`src/hw/rtl/lcs_pkg.sv`:
```
`default_nettype none
// ----------------------------------------------------------------------------
// lcs_pkg
// Shared types, constants and helpers of the lasso coordinate-step pipeline.
// ----------------------------------------------------------------------------
package lcs_pkg;

  // Fixed-point format and signed 32-bit limits
  localparam int unsigned QF = 16;
  localparam logic [16:0] Q_ONE = 17'h10000;
  localparam logic signed [31:0] S32_MAX = 32'sh7fffffff;
  localparam logic signed [31:0] S32_MIN = 32'sh80000000;

  // Configuration register indexes
  localparam logic [1:0] CFG_LAMBDA = 2'd0;
  localparam logic [1:0] CFG_SHARE  = 2'd1;
  localparam logic [1:0] CFG_BAND   = 2'd2;

  // Configuration reset values
  localparam logic [30:0] LAMBDA_RST = 31'd65536;
  localparam logic [16:0] SHARE_RST  = 17'd65536;
  localparam logic [16:0] BAND_RST   = 17'd1;

  // Side data that rides along the root and first divide
  typedef struct packed {
    logic signed [31:0] g;
    logic signed [31:0] h;
    logic signed [31:0] c;
    logic               grp;
    logic               pen;
    logic               nsmall;
    logic [30:0]        l1;
  } lcs_side_t;

  // Payload of the root stage
  typedef struct packed {
    lcs_side_t   side;
    logic [62:0] cc;
    logic [30:0] l2p;
    logic [30:0] norm;
    logic        cpos;
    logic        cneg;
  } lcs_sq_t;

  // Payload of the final divide
  typedef struct packed {
    logic signed [31:0] c;
    logic               cpos;
    logic               cneg;
    logic               use_div;
    logic               fpre;
  } lcs_fin_t;

  // Clamp a 50-bit signed value to the signed 32-bit range
  function automatic logic signed [31:0] sat32(input logic signed [49:0] v);
    logic signed [31:0] r;
    if (v > 50'sd2147483647) begin
      r = S32_MAX;
    end else if (v < -50'sd2147483648) begin
      r = S32_MIN;
    end else begin
      r = $signed(v[31:0]);
    end
    return r;
  endfunction

endpackage
`default_nettype wire

```
`src/hw/rtl/lcs_sqrt.sv`:
```
`default_nettype none
// ----------------------------------------------------------------------------
// lcs_sqrt
// Pipelined integer square root, one root bit per stage, payload alongside.
// ----------------------------------------------------------------------------
module lcs_sqrt
  import lcs_pkg::*;
#(
  parameter int unsigned IW = 47,
  parameter int unsigned PW = 1
) (
  input  logic                    clk_i,
  input  logic                    rst_ni,
  input  logic                    en_i,
  input  logic                    valid_i,
  input  logic [IW-1:0]           rad_i,
  input  logic [PW-1:0]           pay_i,
  output logic                    valid_o,
  output logic [(IW+1)/2-1:0]     root_o,
  output logic [PW-1:0]           pay_o
);

  localparam int unsigned RB = (IW + 1) / 2;
  localparam int unsigned EW = 2 * RB;
  localparam int unsigned RW = RB + 2;

  logic [RB:0]   v_q;
  logic [EW-1:0] rad_q  [RB+1];
  logic [RW-1:0] rem_q  [RB+1];
  logic [RB-1:0] root_q [RB+1];
  logic [PW-1:0] pay_q  [RB+1];

  logic [RW-1:0] rem_nx  [RB];
  logic [RB-1:0] root_nx [RB];

  // One root digit per stage
  always_comb begin
    logic [RW+1:0] cur;
    logic [RW+1:0] trial;
    for (int k = 0; k < RB; k++) begin
      cur   = {rem_q[k], rad_q[k][EW-1:EW-2]};
      trial = (RW+2)'({root_q[k], 2'b01});
      if (cur >= trial) begin
        rem_nx[k]  = RW'(cur - trial);
        root_nx[k] = {root_q[k][RB-2:0], 1'b1};
      end else begin
        rem_nx[k]  = cur[RW-1:0];
        root_nx[k] = {root_q[k][RB-2:0], 1'b0};
      end
    end
  end

  // Advance valid bits
  always_ff @(posedge clk_i or negedge rst_ni) begin
    if (!rst_ni) begin
      v_q <= '0;
    end else if (en_i) begin
      v_q <= {v_q[RB-1:0], valid_i};
    end
  end

  // Advance data
  always_ff @(posedge clk_i) begin
    if (en_i) begin
      rad_q[0]  <= EW'(rad_i);
      rem_q[0]  <= '0;
      root_q[0] <= '0;
      pay_q[0]  <= pay_i;
      for (int k = 0; k < RB; k++) begin
        rad_q[k+1]  <= {rad_q[k][EW-3:0], 2'b00};
        rem_q[k+1]  <= rem_nx[k];
        root_q[k+1] <= root_nx[k];
        pay_q[k+1]  <= pay_q[k];
      end
    end
  end

  assign valid_o = v_q[RB];
  assign root_o  = root_q[RB];
  assign pay_o   = pay_q[RB];

endmodule
`default_nettype wire

```
`config.mk`:
```
export PLATFORM = sky130hd
export DESIGN_NAME = lcs_sqrt
export DESIGN_NICKNAME = d
export VERILOG_FILES = /design/src/hw/rtl/lcs_pkg.sv /design/src/hw/rtl/lcs_sqrt.sv
export SDC_FILE = /design/constraint.sdc
export NUM_CORES = 2
export LEC_CHECK = 0
export BUFFER_PORTS_ARGS = -buffer_cell sky130_fd_sc_hd__buf_2
export CAP_MARGIN = 40
export CORE_MARGIN = 8
export CORE_UTILIZATION = 68
export DETAILED_ROUTE_END_ITERATION = 16
export GPL_ROUTABILITY_DRIVEN = 0
export PLACE_DENSITY = 0.81
export SYNTH_ARGS = -nofsm -noshare
export SYNTH_HDL_FRONTEND = slang
export SYNTH_SLANG_ARGS = --single-unit
```
`constraint.sdc`:
```
create_clock -name clk_i -period 5.6 [get_ports clk_i]
set_input_delay 0.56 -clock clk_i [delete_from_list [all_inputs] [get_ports clk_i]]
set_output_delay 0.56 -clock clk_i [all_outputs]
set_load 0.01 [all_outputs]
```
==> run_results.csv <==
group,metric,value,unit
run_status,status,"complete, no violations",
timing,fin_tns_setup,0,ps
global_route,grt_use_total,22.9,%
final_layout,syn2layout_area_growth,11.0,%
pwr,p_leak,29.2,nW
synthesis,synthArstFlopShare,1.66,%
timing,clock-skew-final,30.6,ps
flow_run,cap_violations,0,
timing,worstMarginPinSlew,1100,ps
synthesis,yosysMostFrequentCell,"edfxtp_1",
setup_path,worst-path-max-fanout,15,
cts,numCtsBuffers,152,
min_path,hp-class,"in -> reg",
detailed_routing,routedWlPerCell,19.3,µm
cts,tritoncts,"yes",
floorplanning,start_util,68.3,%
global_route,grt_first_pass_wirelength,208000,µm
cts,cts.hold.buffers_added,50,
final_layout,diodes,0,
setup_path,path_buf_inv,0,
timing,grt_setup_unrepaired,"no",
synthesis,syn_area_per_cell,13.4,µm²
setup_path,cpPeakStageDelay,630,ps
synthesis,synth_top_area_share,65.3,%
setup_path,arrival,5040,ps
pwr,p_sw,7.67,mW
synthesis,synth_edf_count,1482,
cts,cts_max_path_buffers,3,
timing,hold_ws,254,ps
setup_path,cpMostUsedCell,"nor3_1",
setup_path,worstPathRequired,6110,ps
pwr,power,29.5,mW
global_route,grt.overflow.total,0,
global_route,grt_pass1_vias,40200,
cts,cts.repair.resized,0,
synthesis,ys.flop_type,"edfxtp_1",
final_layout,drive_above_1_share,8.28,%
floorplanning,die_height,332,µm
synthesis,synth_area_leader_cell,"edfxtp_1",
global_route,antenna_found_initial,0,
cts,worstSkewPairLatency,760,ps
synthesis,synthXorXnorAreaFrac,5.74,%
synthesis,synth_fa_ha_area_share,5.95,%
pwr,p_int,21.8,mW
global_route,grt_max_degree,189,
pwr,p_clk_share,33.9,%
pwr,p_comb_share,15.9,%
timing,setup-violations-final,0,
setup_path,slowest_stage,"nor3_1",
pwr,p_seq_share,50.2,%
timing,fin_crit_sh,80.9,%
cts,cts_setup_buffers,0,
timing,fmax,0.221,GHz
synthesis,yosysWarnings,0,
synthesis,ys_seq_area_share,66.3,%
detailed_routing,vias,40600,
setup_path,crit_family,"simple AND/OR/NAND/NOR gates",
pwr,max-vdd-ir-drop,0.000300,V
cts,clkTransAtPathRegs,70,ps
cts,h-tree-depth,4,
synthesis,synth_simple_gate_area_share,9.46,%
synthesis,synth_nets,5444,
floorplanning,ioPinCount,78,
floorplanning,die_w,332,µm
floorplanning,rows,116,
setup_path,cp-start-kind,"flip-flop",
setup_path,path_class,"reg -> reg",
pwr,sw_frac_of_total,26.0,%
floorplanning,die-area,111000,µm²
cts,clkSinkCount,1507,
synthesis,synth_compound_area_share,8.56,%
final_layout,final_nets,5682,
timing,maxSlewViolCount,0,
detailed_routing,drcViolationCount,0,
detailed_routing,drt-total-wl,130000,µm
floorplanning,core,99700,µm²
placement,port_buffers,77,
placement,post-dp-hpwl,81800,µm
timing,hold_viol,0,
timing,period_needed,4530,ps
synthesis,ys_types,84,
synthesis,syn_inst,5068,
cts,root_buffer,"clkbuf_16",
detailed_routing,firstDrtPassIters,6,
synthesis,synthTopCellsByArea,"edfxtp_1 65%, ha_1 6.0%, xnor2_1 3.0%",
detailed_routing,drt_iter0_markers,3556,
placement,place_area,70200,µm²
synthesis,synthMuxAreaShare,1.42,%
synthesis,synth_top_family_by_area,"simple AND/OR/NAND/NOR gates",
final_layout,finalInstanceArea,75600,µm²
setup_path,endpoint_kind,"flip-flop",
timing,max-slew-margin-rel,26.6,%
detailed_routing,ant_nets,0,
detailed_routing,viasPerCell,6.05,
synthesis,ys_ff_latch,1507,
setup_path,worstPathCellList,"or4_1, nor3_1, nand4_1, o311ai_0, or4b_1, o21ai_1, nor3_1, nand2_1, xnor2_1",
synthesis,synth_area,68100,µm²
pwr,p_per_area,390,nW/µm²
synthesis,synthTopCellsByCount,"1482 x edfxtp_1, 394 x inv_1, 375 x nor2_1",
[per-layer routing]
metal / track usage [%] / share of wire [%] / vias to the layer above
met5: 0 / 0 / -
met4: 7.07 / 2.6 / 0
met3: 3.61 / 5.6 / 283
met2: 38.6 / 49 / 1447
met1: 30.9 / 43 / 19600
li1: - / - / 19300
[sequential cells by signal, summed over array words and instances (netlist names)]
signal and cells:
rad_q 599, v_q 25, root_q 300, rem_q 558, pay_q 25
[path summary, 6_finish.rpt]
kind	start	to	slack [ps]	cells after the start
max in group asynchronous	rst_ni	v_q[0]	4920	2
worst max register to register	rem_q[0][116]	rem_q[0][146]	1070	9
worst min register to register	rad_q[0][411]	rad_q[0][461]	410	0
min in group asynchronous	rst_ni	v_q[16]	310	2
worst min-delay path	en_i	rad_q[0][1]	250	1
worst max-delay path	rem_q[0][116]	rem_q[0][146]	1070	9
[layout make-up]
cell class	instances	area, µm²
multi-input combinational	3088	21200
fill	5767	24100
clock inverter	84	916
sequential	1507	45100
clock buffer	188	3960
inverter	396	1490
timing repair buffer	161	1280
tap	1298	1620
[kinds of logic after synthesis]
logic type                 count (synthesis)
DFF                                     1507
and+or+nand+nor                         1301
AOI/OAI and AO/OA                        930
buffers and inverters                    473
xor gates and xnor gates                 446
adders and majority gates                324
muxes                                     86
other                                      1
[worst register-to-register path, cell delays in order, from the launching register on]
cell	delay (ps)
edfxtp_1	440
or4_1	600
nor3_1	630
nand4_1	210
o311ai_0	550
or4b_1	600
o21ai_1	300
nor3_1	540
nand2_1	220
xnor2_1	190
[metrics by stage]
| stage | utilization, % | worst slack (ps) | instances |
|---|---|---|---|
| after floorplan | - | 2240 | 5068 |
| after global placement | 70.4 | 1810 | 6396 |
| after detailed placement | 70.4 | 1570 | 6400 |
| after CTS | 75.8 | 1280 | 6722 |
| after global routing | 75.8 | 1020 | 6722 |
| final | 75.8 | 1070 | 6722 |
[cells in the final DEF, fill, tap and decap left out, drive strengths merged, types with 16 or more instances in the layout]
master / n
o31ai: 29
nor3: 118
o21ai: 196
xnor2: 237
nand2b: 66
a211oi: 26
ha: 324
nor2b: 49
xor2: 209
clkbuf: 188
o21bai: 22
nand4: 47
a21oi: 328
or2: 16
a31oi: 25
nor2: 375
nand3b: 16
nand2: 277
clkinv: 58
o21a: 79
dlygate4sd3: 50
nor4: 70
nand3: 87
and3: 28
mux2: 83
or4: 28
edfxtp: 1482
or3: 65
dfrtp: 25
buf: 111
a21o: 91
inv: 403
[power groups by stage]
stage          sequential, mW  clock [mW]  combinational, mW
3_5_place_dp             15.0           0               4.52
3_3_place_gp             14.9           0               4.35
4_1_cts                  14.8        10.2               4.64
6_report                 14.8        10.0               4.69
5_1_grt                  14.9        10.6               5.21
2_1_floorplan            14.7           0               3.45
(Power assumes the default switching activity.)
